`src/design/ps2_wheel_mouse_packet_decoder_core_assert.svh`:
```
// Assertion macros for the PS/2 wheel mouse decoder.
`ifndef PS2_WHEEL_MOUSE_PACKET_DECODER_CORE_ASSERT_SVH
`define PS2_WHEEL_MOUSE_PACKET_DECODER_CORE_ASSERT_SVH

`ifndef SYNTHESIS
`define PS2WM_ASSERT_IMPL(label, clk, rst_n, ante, cons) \
    label: assert property (@(posedge clk) disable iff (!rst_n) (ante) |-> (cons)) \
        else $error("ps2wm: same-cycle check failed");
`define PS2WM_ASSERT_NEXT(label, clk, rst_n, ante, cons) \
    label: assert property (@(posedge clk) disable iff (!rst_n) (ante) |=> (cons)) \
        else $error("ps2wm: next-cycle check failed");
`else
`define PS2WM_ASSERT_IMPL(label, clk, rst_n, ante, cons)
`define PS2WM_ASSERT_NEXT(label, clk, rst_n, ante, cons)
`endif

`endif

```
`src/design/ps2wm_pkg.sv`:
```
package ps2wm_pkg;

    localparam logic [7:0] ACK_BYTE     = 8'hFA;
    localparam logic [7:0] SYNC_MASK    = 8'hC8;
    localparam logic [7:0] SYNC_VALUE   = 8'h08;
    localparam logic [7:0] CMD_SET_RATE = 8'hF3;
    localparam logic [7:0] CMD_GET_ID   = 8'hF2;
    localparam logic [7:0] RATE_200     = 8'd200;
    localparam logic [7:0] RATE_100     = 8'd100;
    localparam logic [7:0] RATE_80      = 8'd80;
    localparam logic [7:0] ID_NO_WHEEL  = 8'h00;

    localparam int X_SIGN_BIT  = 4;
    localparam int Y_SIGN_BIT  = 5;
    localparam int QUEUE_DEPTH = 2;

    typedef enum logic [3:0] {
        PH_INIT      = 4'd0,
        PH_P3_STATUS = 4'd1,
        PH_P3_X      = 4'd2,
        PH_P3_Y      = 4'd3,
        PH_RATE100   = 4'd4,
        PH_RATE80    = 4'd5,
        PH_GETID     = 4'd6,
        PH_READID    = 4'd7,
        PH_P4_STATUS = 4'd8,
        PH_P4_X      = 4'd9,
        PH_P4_Y      = 4'd10,
        PH_P4_WHEEL  = 4'd11
    } t_phase;

    typedef enum logic [1:0] {
        OP_SET_RATE = 2'd0,
        OP_GET_ID   = 2'd1,
        OP_REPORT   = 2'd2
    } t_op;

    typedef struct packed {
        t_op        op;
        logic [7:0] rate;
        logic [7:0] status;
        logic [7:0] x;
        logic [7:0] y;
        logic [3:0] wheel;
    } t_job;

endpackage

```
`src/design/ps2wm_front.sv`:
```
module ps2wm_front (
    input  logic             i_clk,
    input  logic             i_rst_n,
    input  logic             i_push,
    input  logic [7:0]       i_rx_byte,
    input  logic             i_q_full,
    output logic             o_job_valid,
    output ps2wm_pkg::t_job  o_job
);
    import ps2wm_pkg::*;

    t_phase     r_phase, n_phase;
    logic [7:0] r_first_byte, n_first_byte;
    logic [7:0] r_x_byte, n_x_byte;
    logic [7:0] r_y_byte, n_y_byte;
    logic [3:0] r_wheel_value, n_wheel_value;

    logic accept;
    logic is_ack;
    logic is_sync;

    assign accept  = i_push && !i_q_full;
    assign is_ack  = (i_rx_byte == ACK_BYTE);
    assign is_sync = ((i_rx_byte & SYNC_MASK) == SYNC_VALUE);

    // Next state
    always_comb begin
        n_phase       = r_phase;
        n_first_byte  = r_first_byte;
        n_x_byte      = r_x_byte;
        n_y_byte      = r_y_byte;
        n_wheel_value = r_wheel_value;
        if (accept) begin
            unique case (r_phase)
                PH_INIT: begin
                    if (is_ack) n_phase = PH_RATE100;
                end
                PH_RATE100: begin
                    if (is_ack) n_phase = PH_RATE80;
                end
                PH_RATE80: begin
                    if (is_ack) n_phase = PH_GETID;
                end
                PH_GETID: begin
                    if (is_ack) n_phase = PH_READID;
                end
                PH_READID: begin
                    if (!is_ack) begin
                        if (i_rx_byte == ID_NO_WHEEL) begin
                            n_wheel_value = '0;
                            n_phase       = PH_P3_STATUS;
                        end else begin
                            n_phase = PH_P4_STATUS;
                        end
                    end
                end
                PH_P3_STATUS: begin
                    if (is_sync) begin
                        n_first_byte = i_rx_byte;
                        n_phase      = PH_P3_X;
                    end
                end
                PH_P3_X: begin
                    n_x_byte = i_rx_byte;
                    n_phase  = PH_P3_Y;
                end
                PH_P3_Y: begin
                    n_y_byte = i_rx_byte;
                    n_phase  = PH_P3_STATUS;
                end
                PH_P4_STATUS: begin
                    if (is_sync) begin
                        n_first_byte = i_rx_byte;
                        n_phase      = PH_P4_X;
                    end
                end
                PH_P4_X: begin
                    n_x_byte = i_rx_byte;
                    n_phase  = PH_P4_Y;
                end
                PH_P4_Y: begin
                    n_y_byte = i_rx_byte;
                    n_phase  = PH_P4_WHEEL;
                end
                PH_P4_WHEEL: begin
                    n_wheel_value = i_rx_byte[3:0];
                    n_phase       = PH_P4_STATUS;
                end
                default: begin
                    n_phase = r_phase;
                end
            endcase
        end
    end

    // Job for the back end; the final byte of a packet bypasses its register
    always_comb begin
        o_job_valid  = 1'b0;
        o_job.op     = OP_REPORT;
        o_job.rate   = RATE_200;
        o_job.status = r_first_byte;
        o_job.x      = r_x_byte;
        o_job.y      = r_y_byte;
        o_job.wheel  = r_wheel_value;
        if (accept) begin
            unique case (r_phase)
                PH_INIT: begin
                    o_job_valid = 1'b1;
                    o_job.op    = OP_SET_RATE;
                    o_job.rate  = RATE_200;
                end
                PH_RATE100: begin
                    o_job_valid = 1'b1;
                    o_job.op    = OP_SET_RATE;
                    o_job.rate  = RATE_100;
                end
                PH_RATE80: begin
                    o_job_valid = 1'b1;
                    o_job.op    = OP_SET_RATE;
                    o_job.rate  = RATE_80;
                end
                PH_GETID: begin
                    o_job_valid = 1'b1;
                    o_job.op    = OP_GET_ID;
                end
                PH_P3_Y: begin
                    o_job_valid = 1'b1;
                    o_job.y     = i_rx_byte;
                end
                PH_P4_WHEEL: begin
                    o_job_valid = 1'b1;
                    o_job.wheel = i_rx_byte[3:0];
                end
                default: begin
                    o_job_valid = 1'b0;
                end
            endcase
        end
    end

    always_ff @(posedge i_clk) begin
        if (!i_rst_n) begin
            r_phase <= PH_INIT;
        end else begin
            r_phase <= n_phase;
        end
    end

    always_ff @(posedge i_clk) begin
        r_first_byte  <= n_first_byte;
        r_x_byte      <= n_x_byte;
        r_y_byte      <= n_y_byte;
        r_wheel_value <= n_wheel_value;
    end

endmodule

```
`src/design/ps2wm_fifo.sv`:
```
module ps2wm_fifo #(
    parameter int DEPTH = ps2wm_pkg::QUEUE_DEPTH
) (
    input  logic             i_clk,
    input  logic             i_rst_n,
    input  logic             i_push,
    input  ps2wm_pkg::t_job  i_data,
    output logic             o_full,
    output logic             o_valid,
    output ps2wm_pkg::t_job  o_data,
    input  logic             i_pop
);
    import ps2wm_pkg::*;

    localparam int AW = (DEPTH > 1) ? $clog2(DEPTH) : 1;
    localparam int CW = $clog2(DEPTH + 1);

    t_job          r_mem [DEPTH];
    logic [AW-1:0] r_wr_ptr, n_wr_ptr;
    logic [AW-1:0] r_rd_ptr, n_rd_ptr;
    logic [CW-1:0] r_count, n_count;
    logic          push_fire;
    logic          pop_fire;

    assign o_full    = (r_count == CW'(DEPTH));
    assign o_valid   = (r_count != '0);
    assign o_data    = r_mem[r_rd_ptr];
    assign push_fire = i_push && !o_full;
    assign pop_fire  = i_pop && o_valid;

    always_comb begin
        n_wr_ptr = r_wr_ptr;
        n_rd_ptr = r_rd_ptr;
        n_count  = r_count;
        if (push_fire) begin
            n_wr_ptr = (r_wr_ptr == AW'(DEPTH - 1)) ? '0 : r_wr_ptr + 1'b1;
        end
        if (pop_fire) begin
            n_rd_ptr = (r_rd_ptr == AW'(DEPTH - 1)) ? '0 : r_rd_ptr + 1'b1;
        end
        if (push_fire && !pop_fire) begin
            n_count = r_count + 1'b1;
        end else if (pop_fire && !push_fire) begin
            n_count = r_count - 1'b1;
        end
    end

    always_ff @(posedge i_clk) begin
        if (!i_rst_n) begin
            r_wr_ptr <= '0;
            r_rd_ptr <= '0;
            r_count  <= '0;
        end else begin
            r_wr_ptr <= n_wr_ptr;
            r_rd_ptr <= n_rd_ptr;
            r_count  <= n_count;
        end
    end

    always_ff @(posedge i_clk) begin
        if (push_fire) begin
            r_mem[r_wr_ptr] <= i_data;
        end
    end

endmodule

```
`src/design/ps2wm_back.sv`:
```
module ps2wm_back (
    input  logic               i_clk,
    input  logic               i_rst_n,
    input  logic               i_job_valid,
    input  ps2wm_pkg::t_job    i_job,
    output logic               o_job_pop,
    output logic               o_empty,
    input  logic               i_pop,
    output logic               o_kind,
    output logic [7:0]         o_command_byte,
    output logic [7:0]         o_status_byte,
    output logic signed [8:0]  o_delta_x,
    output logic signed [9:0]  o_delta_y,
    output logic signed [3:0]  o_wheel,
    output logic               o_last
);
    import ps2wm_pkg::*;

    logic              r_valid;
    logic              r_second, n_second;
    logic              r_kind, n_kind;
    logic [7:0]        r_command_byte, n_command_byte;
    logic [7:0]        r_status_byte, n_status_byte;
    logic signed [8:0] r_delta_x, n_delta_x;
    logic signed [9:0] r_delta_y, n_delta_y;
    logic signed [3:0] r_wheel, n_wheel;
    logic              r_last, n_last;
    logic              load;
    logic [9:0]        y_ext;

    // Take the next result whenever the output register is free or being drained
    assign load  = i_job_valid && (!r_valid || i_pop);
    assign y_ext = {{2{i_job.status[Y_SIGN_BIT]}}, i_job.y};

    always_comb begin
        n_second       = 1'b0;
        n_kind         = 1'b0;
        n_command_byte = '0;
        n_status_byte  = '0;
        n_delta_x      = '0;
        n_delta_y      = '0;
        n_wheel        = '0;
        n_last         = 1'b1;
        unique case (i_job.op)
            OP_SET_RATE: begin
                // Send the set-rate command, then the rate on the next slot
                n_command_byte = r_second ? i_job.rate : CMD_SET_RATE;
                n_last         = r_second;
                n_second       = !r_second;
            end
            OP_GET_ID: begin
                n_command_byte = CMD_GET_ID;
            end
            OP_REPORT: begin
                n_kind        = 1'b1;
                n_status_byte = i_job.status;
                n_delta_x     = $signed({i_job.status[X_SIGN_BIT], i_job.x});
                n_delta_y     = $signed(10'(10'd0 - y_ext));
                n_wheel       = $signed(i_job.wheel);
            end
            default: begin
                n_last = 1'b1;
            end
        endcase
    end

    // Retire the job only with its final result
    assign o_job_pop = load && n_last;

    always_ff @(posedge i_clk) begin
        if (!i_rst_n) begin
            r_valid  <= 1'b0;
            r_second <= 1'b0;
        end else if (load) begin
            r_valid  <= 1'b1;
            r_second <= n_second;
        end else if (i_pop) begin
            r_valid <= 1'b0;
        end
    end

    always_ff @(posedge i_clk) begin
        if (load) begin
            r_kind         <= n_kind;
            r_command_byte <= n_command_byte;
            r_status_byte  <= n_status_byte;
            r_delta_x      <= n_delta_x;
            r_delta_y      <= n_delta_y;
            r_wheel        <= n_wheel;
            r_last         <= n_last;
        end
    end

    assign o_empty        = !r_valid;
    assign o_kind         = r_kind;
    assign o_command_byte = r_command_byte;
    assign o_status_byte  = r_status_byte;
    assign o_delta_x      = r_delta_x;
    assign o_delta_y      = r_delta_y;
    assign o_wheel        = r_wheel;
    assign o_last         = r_last;

endmodule

```
`src/design/ps2_wheel_mouse_packet_decoder_core.sv`:
```
// Path: an accepted byte's job is registered in the job queue, then in the output register.
// Throughput: one byte per cycle in unless full; one result per cycle out while popped.
// Set-rate steps give two results per byte, which the output register delivers in turn.
// A job queue of QUEUE_DEPTH entries sits between the byte decoder and the result stage.
// Reset (synchronous, active low) returns to waiting for the enable acknowledge.
`include "ps2_wheel_mouse_packet_decoder_core_assert.svh"

module ps2_wheel_mouse_packet_decoder_core #(
    parameter int QUEUE_DEPTH = ps2wm_pkg::QUEUE_DEPTH
) (
    input  logic               i_clk,
    input  logic               i_rst_n,
    input  logic               push,
    output logic               full,
    input  logic [7:0]         i_rx_byte,
    output logic               empty,
    input  logic               pop,
    output logic               o_kind,
    output logic [7:0]         o_command_byte,
    output logic [7:0]         o_status_byte,
    output logic signed [8:0]  o_delta_x,
    output logic signed [9:0]  o_delta_y,
    output logic signed [3:0]  o_wheel,
    output logic               o_last
);
    import ps2wm_pkg::*;

    logic q_full;
    logic fr_job_valid;
    t_job fr_job;
    logic q_valid;
    t_job q_job;
    logic q_pop;

    assign full = q_full;

    ps2wm_front u_front (
        .i_clk       (i_clk),
        .i_rst_n     (i_rst_n),
        .i_push      (push),
        .i_rx_byte   (i_rx_byte),
        .i_q_full    (q_full),
        .o_job_valid (fr_job_valid),
        .o_job       (fr_job)
    );

    ps2wm_fifo #(
        .DEPTH (QUEUE_DEPTH)
    ) u_fifo (
        .i_clk   (i_clk),
        .i_rst_n (i_rst_n),
        .i_push  (fr_job_valid),
        .i_data  (fr_job),
        .o_full  (q_full),
        .o_valid (q_valid),
        .o_data  (q_job),
        .i_pop   (q_pop)
    );

    ps2wm_back u_back (
        .i_clk          (i_clk),
        .i_rst_n        (i_rst_n),
        .i_job_valid    (q_valid),
        .i_job          (q_job),
        .o_job_pop      (q_pop),
        .o_empty        (empty),
        .i_pop          (pop),
        .o_kind         (o_kind),
        .o_command_byte (o_command_byte),
        .o_status_byte  (o_status_byte),
        .o_delta_x      (o_delta_x),
        .o_delta_y      (o_delta_y),
        .o_wheel        (o_wheel),
        .o_last         (o_last)
    );

    // A set-rate command byte must be followed at once by its rate byte
    `PS2WM_ASSERT_NEXT(a_rate_follows, i_clk, i_rst_n, (!empty && !o_last && pop), !empty)
    // Only the set-rate command ever leaves a transaction open
    `PS2WM_ASSERT_IMPL(a_open_is_set_rate, i_clk, i_rst_n, (!empty && !o_last), (o_kind == 1'b0 && o_command_byte == CMD_SET_RATE))
    // A report is always the single result of its byte
    `PS2WM_ASSERT_IMPL(a_report_last, i_clk, i_rst_n, (!empty && o_kind), o_last)

endmodule
```
`config.mk`:
```
export PLATFORM = sky130hd
export DESIGN_NAME = ps2_wheel_mouse_packet_decoder_core
export DESIGN_NICKNAME = d
export VERILOG_FILES = /design/src/design/ps2wm_pkg.sv /design/src/design/ps2wm_front.sv /design/src/design/ps2wm_fifo.sv /design/src/design/ps2wm_back.sv /design/src/design/ps2_wheel_mouse_packet_decoder_core.sv
export VERILOG_INCLUDE_DIRS = /design/src /design/src/design
export SDC_FILE = /design/constraint.sdc
export NUM_CORES = 1
export LEC_CHECK = 0
export BUFFER_PORTS_ARGS = -buffer_cell sky130_fd_sc_hd__buf_2
export CORE_AREA = 4 4 105 107
export DETAILED_ROUTE_END_ITERATION = 6
export DIE_AREA = 0 0 109 111
export HOLD_SLACK_MARGIN = 0.08
export PLACE_DENSITY = 0.75
export SETUP_SLACK_MARGIN = 0.15
export SYNTH_ARGS = -nofsm -noshare
export SYNTH_HDL_FRONTEND = slang
export SYNTH_SLANG_ARGS = --single-unit
export TNS_END_PERCENT = 100
```
`constraint.sdc`:
```
create_clock -name i_clk -period 5.4 [get_ports i_clk]
set_clock_uncertainty 0.1 [all_clocks]
set_input_delay 1.08 -clock i_clk [delete_from_list [all_inputs] [get_ports i_clk]]
set_output_delay 1.08 -clock i_clk [all_outputs]
set_load 0.03 [all_outputs]
```
# Word-level counts from Yosys, hierarchy flattened
# Memories as Yosys holds them, arrays and structs flattened. A register that Yosys moved wholly into a read port is not among the register bits.
# Cells that the tools add are included.
[op_classes]
n_reduce_logical = 31
n_addsub = 5
eq_ne = 24
n_mux = 35
[op_table]
columns = ["cell", "count"]
rows = [
  ["$pmux 4 s12", 1],
  ["$mux 4", 11],
  ["$pmux 8 s2", 2],
  ["$eq 4x3->1 const B", 4],
  ["$eq 4x4->1 const B", 4],
  ["$mux 8", 2],
  ["$ne 2x1->1 const B", 7],
  ["$mux 1", 13],
  ["$mux 12", 1],
  ["$reduce_bool 12->1", 1],
  ["$mux 10", 1],
  ["$sub 1x9->10 const A", 1],
  ["$reduce_and 9->1", 1],
  ["$eq 4x2->1 const B", 2],
  ["$eq 8x8->1 const B", 1],
  ["$logic_not 8->1", 1],
  ["$pmux 4 s2", 1],
  ["$reduce_bool 2->1", 4],
  ["$logic_and 1x1->1", 7],
  ["$reduce_or 2->1", 3],
  ["$reduce_or 6->1", 1],
  ["$logic_not 1->1", 5],
  ["$eq 2x2->1 const B", 2],
  ["$eq 4x1->1 const B", 1],
  ["other kinds (15)", 18],
]
[word_totals]
out_inout_bits = 43
mem_bits_rw = 76
regBits = 79
word_cells = 113
n_memories = 1
[memory_table]
columns = ["memory", "words", "width", "rd", "rd_ports_with_merged_regs", "write_ports", "line", "rtl"]
rows = [
  ["u_fifo.r_mem", 2, 38, 1, 1, 1, "ps2wm_fifo.sv:18", "t_job r_mem [DEPTH];"],
]

# Logic depth before layout (Yosys ltp)
[depth]
ltp_word = 9
ltp_mapped = 9
ltp_nobuf = 7

# Cells and area by module
# Synthesis repeated with hierarchy kept, for this count alone.
[hier_totals]
cells_unflattened = 396
area_unflattened_um2 = 6329.8
[by_module_without_submodules]
columns = ["mod", "cells_per_inst", "instances", "area_each_um2"]
rows = [
  ["ps2wm_fifo", 143, 1, 2979.1],
  ["ps2wm_back", 127, 1, 1741.7],
  ["ps2wm_front", 126, 1, 1609.0],
]

# Worst setup path after synthesis
# No wires, ideal clock.
[synth_timing]
path_kind = "in2reg"
start = "input port pop"
end = "register u_fifo.r_count[1]"
cell_stages = 6
required_time_ns = 5.224
slack_ns = 1.164
t_arrival_ns = 4.061
n_path_buf = 0
cell_sequence = "nor2b_1 -> nor2_1 -> nand2_1 -> ha_1 -> or3_1 -> a21boi_0"
[synth_via]
elab_chain_len = 7
word_cells_on_any_way = 9
classes_between = "1 x mux; 8 x reduce/logical"
[synth_rtl]
columns = ["element", "line", "rtl"]
rows = [
  ["start, declared", "ps2_wheel_mouse_packet_decoder_core.sv:17", "input logic pop,"],
  ["$logic_or 1x1->1 (*)", "ps2wm_back.sv:32", "assign load = i_job_valid && (!r_valid || i_pop);"],
  ["$logic_and 1x1->1 (*)", "ps2wm_back.sv:32", ""],
  ["net u_back.load", "ps2wm_back.sv:28", "logic load;"],
  ["$logic_and 1x1->1 (*)", "ps2wm_back.sv:68", "assign o_job_pop = load && n_last;"],
  ["$logic_and 1x1->1 (*)", "ps2wm_fifo.sv:29", "assign pop_fire = i_pop && o_valid;"],
  ["$logic_not 1->1", "ps2wm_fifo.sv:41", "if (push_fire && !pop_fire) begin"],
  ["$logic_and 1x1->1", "ps2wm_fifo.sv:41", ""],
  ["$mux 2 or $reduce_bool 2->1 (tied branches)", "--", ""],
  ["end signal, assigned", "ps2wm_fifo.sv:56", "r_count <= n_count;"],
  ["end, declared", "ps2wm_fifo.sv:21", "logic [CW-1:0] r_count, n_count;"],
]
# Mark *: on every way through the listed nets, which the timed path passes. The rest lies on a longest branch.
# A chain may end at the register's enable or synchronous reset.

# Worst setup path in the final report
[layout_timing]
start = "input port i_rx_byte[3]"
end = "register u_front.r_first_byte[5], enable pin"
[layout_via]
elab_chain_len = 2
[layout_rtl]
columns = ["element", "line", "rtl"]
rows = [
  ["start, declared", "ps2_wheel_mouse_packet_decoder_core.sv:15", "input logic [7:0] i_rx_byte,"],
  ["$eq 3x1->1", "ps2wm_front.sv:24", "assign is_sync = ((i_rx_byte & SYNC_MASK) == SYNC_VALUE);"],
  ["$reduce_and 3->1 (no line)", "--", ""],
  ["end signal, assigned", "ps2wm_front.sv:150", "r_first_byte <= n_first_byte;"],
  ["end, declared", "ps2wm_front.sv:13", "logic [7:0] r_first_byte, n_first_byte;"],
]
# No other way between the ends.

==> key figures <==
Power
  • IR drop worst, VDD: 431 uV
  • PwrDens: 525 nW/um^2
  • Leakage power: 2.30 nW
  • Final Power: 3.51 mW

Place
  • DP Cell Count: 544
  • DP Area: 6150 um^2
  • Post-DP HPWL: 5930 um
  • GP Congestion: 0.807
  • PortBufs: 54
  • DP Worst Slack: 2100 ps

Critical path
  • Worst Setup SP: i_rx_byte[3]
  • CP max FO: 9
  • Startpoint types: input pin
  • Required time of the critical path: 5430 ps
  • Crit path kind: input pin to flop
  • Worst Path Arrival: 2840 ps
  • Critical Path Sink Type: flop

Die
  • Die width: 109 um
  • Die Ht: 111 um
  • Die area: 12100 um^2
  • Row count: 37
  • Initial Util: 56.8%
  • I/O pin count: 55
  • Total core area: 10100 um^2

Route
  • Drt total wl: 9690 um
  • Post-route antenna net violation count: 0
  • DR WL/cell: 16.8 um
  • Initial DRT Pass Iterations: 4
  • Vias per inst: 5.36
  • # DRC: 0
  • DR iter-0 viols: 200
  • Total number of vias: 3086

GRT
  • Largest net degree at the start of global routing: 43
  • Total GRT Usage: 17.6%
  • First-pass GRT wire length: 15800 um
  • Initial antenna violation count: 0
  • GRT overflow: 0
  • Vias in the first global route: 3200

Clock network
  • TritonCTS clock tree: built
  • Clock-pin slew on the worst setup and hold paths: 60 ps
  • TritonCTS Buffers: 17
  • CTS H-tree depth: 4
  • Setup Buffers After CTS: 0
  • Post-CTS Resized: 0
  • Clk_lat worst skew: 520 ps
  • Root buf cell: clkbuf_8
  • CTS Hold Bufs: 0
  • Clock Sinks: 145
  • Clock buffer depth: 2

STA
  • F_max: 357 MHz
  • Slew HR: 18.3%
  • Fin crit share: 51.9%
  • Setup TNS Final: 0 ps
  • Final setup viols: 0
  • RSZ-0062 raised after global routing: no
  • Worst hold slack: 342 ps
  • Final Slew Violations: 0
  • Final hold violations: 0
  • Slew @ Worst Pin: 1220 ps
  • Final worst slack: 2600 ps
  • Tmin final: 2800 ps

Synthesis
  • Area leader, netlist: edfxtp_1
  • Cell Area, Synth: 5760 um^2
  • Post-synthesis sequential area ratio: 73.7%
  • Synth Flop Type: edfxtp_1
  • Yosys cell types: 49
  • Register bit count reported by yosys: 145
  • Syn nets: 379
  • Dominant cells by area after synthesis: edfxtp_1 70%, mux2i_1 5.6%, dfxtp_1 3.8%
  • Post-synth EDFFs: 134
  • Synth top area share: 69.9%
  • Number of synthesis warnings: 0
  • Fraction of registers with async set/reset: 0%
  • Syn Area/Cell: 15.8 um^2
  • Mapped Cells: 365

Cells and area
  • Synthesis-to-finish area growth: 16.1%
  • Cell area after layout: 6690 um^2
  • Post-layout util: 65.9%
  • Most frequent cells in the layout: 134 x edfxtp_1, 54 x buf_2, 39 x nor2_1, 32 x mux2i_1, 16 x clkbuf_16
  • Ant diodes: 0
  • Layout cells sized above 1: 25.9%
  • Total Nets Final: 441
  • Finished Layout Cells: 576
  • Commonest non-fill, non-tap cell in the layout: edfxtp_1

Run
  • Max cap viols: 0

Status
  • Status: completed

Hold path
  • Hold Path Origin: u_front.r_first_byte[7]
  • Min-Delay Path Class: flop to flop
-- cells by family after synthesis --
| family | Yosys count | share of synthesized area (%) |
|---|---|---|
| buffers and inverters | 22 | 2.02 |
| xor gates and xnor gates | 10 | 1.52 |
| and+or+nand+nor | 108 | 10.1 |
| AOI/OAI and AO/OA | 30 | 3.28 |
| muxes | 48 | 8.93 |
| adders and majority gates | 2 | 0.434 |
| DFF | 145 | 73.7 |
-- per-layer routing --
layer | GRT usage (%) | vias to the layer above | part of all wire, %
met2 | 29.1 | 79 | 52
met5 | 0 | - | 0
li1 | - | 1495 | -
met1 | 21.4 | 1496 | 41
met4 | 6.06 | 0 | 1.4
met3 | 5.82 | 16 | 5.5
-- cells in the mapped netlist (all sizes together) (2+ instances only) --
| cell type | instances |
|---|---|
| mux2i | 34 |
| nor2b | 4 |
| nor4 | 6 |
| mux2 | 14 |
| nor2 | 40 |
| xnor2 | 7 |
| dfxtp | 11 |
| a21boi | 3 |
| a21oi | 11 |
| o21ai | 9 |
| o211a | 2 |
| nand3 | 3 |
| clkbuf | 2 |
| nor3b | 6 |
| ha | 2 |
| nor3 | 9 |
| inv | 6 |
| edfxtp | 134 |
| nand2 | 15 |
| xor2 | 3 |
| buf | 13 |
| or3 | 5 |
| and2 | 9 |
-- power breakdown --
part | switching [mW] | internal [mW] | leakage [nW] | total, mW
combinational | 0.648 | 0.265 | 0.736 | 0.913
clock | 0.432 | 0.606 | 0.252 | 1.04
sequential | 0.0545 | 1.50 | 1.31 | 1.55
-- flip-flops by register name, summed over array words and instances (netlist names), named ones only --
signal and flops:
u_back.o_delta_x 8, u_front.r_x_byte 8, u_fifo.r_wr_ptr 1, u_front.r_y_byte 8, u_fifo.r_rd_ptr 1, u_front.r_first_byte 8
u_back.o_kind 1, u_back.o_command_byte 8, u_back.o_delta_y 10, u_fifo.r_count 2, u_back.r_second 1, u_back.r_valid 1
u_fifo.r_mem 66, u_back.o_last 1, u_back.o_status_byte 8, u_back.o_wheel 4, u_front.r_phase 4, u_front.r_wheel_value 4
-- worst max-delay path: stages --
cell and delay (ps):
buf_2 180, or3b_1 390, or3_1 310, nor3_1 870
-- final cells by class --
cell class | count | area (um^2)
clock buffer | 18 | 418
clock inverter | 14 | 119
fill | 727 | 3450
inverter | 7 | 26.3
multi-input combinational | 198 | 1410
sequential | 145 | 4250
tap | 136 | 170
timing repair buffer | 58 | 300
-- worst paths after layout --
path	endpoint	slack, ps	depth (start not counted)
max	u_front.r_first_byte[5]	2600	4
min	u_fifo.r_mem[0][27]	340	0
max reg2reg	u_back.o_delta_y[9]	2690	5
min reg2reg	u_fifo.r_mem[0][27]	340	0
Power figures use the tool's default switching activity.
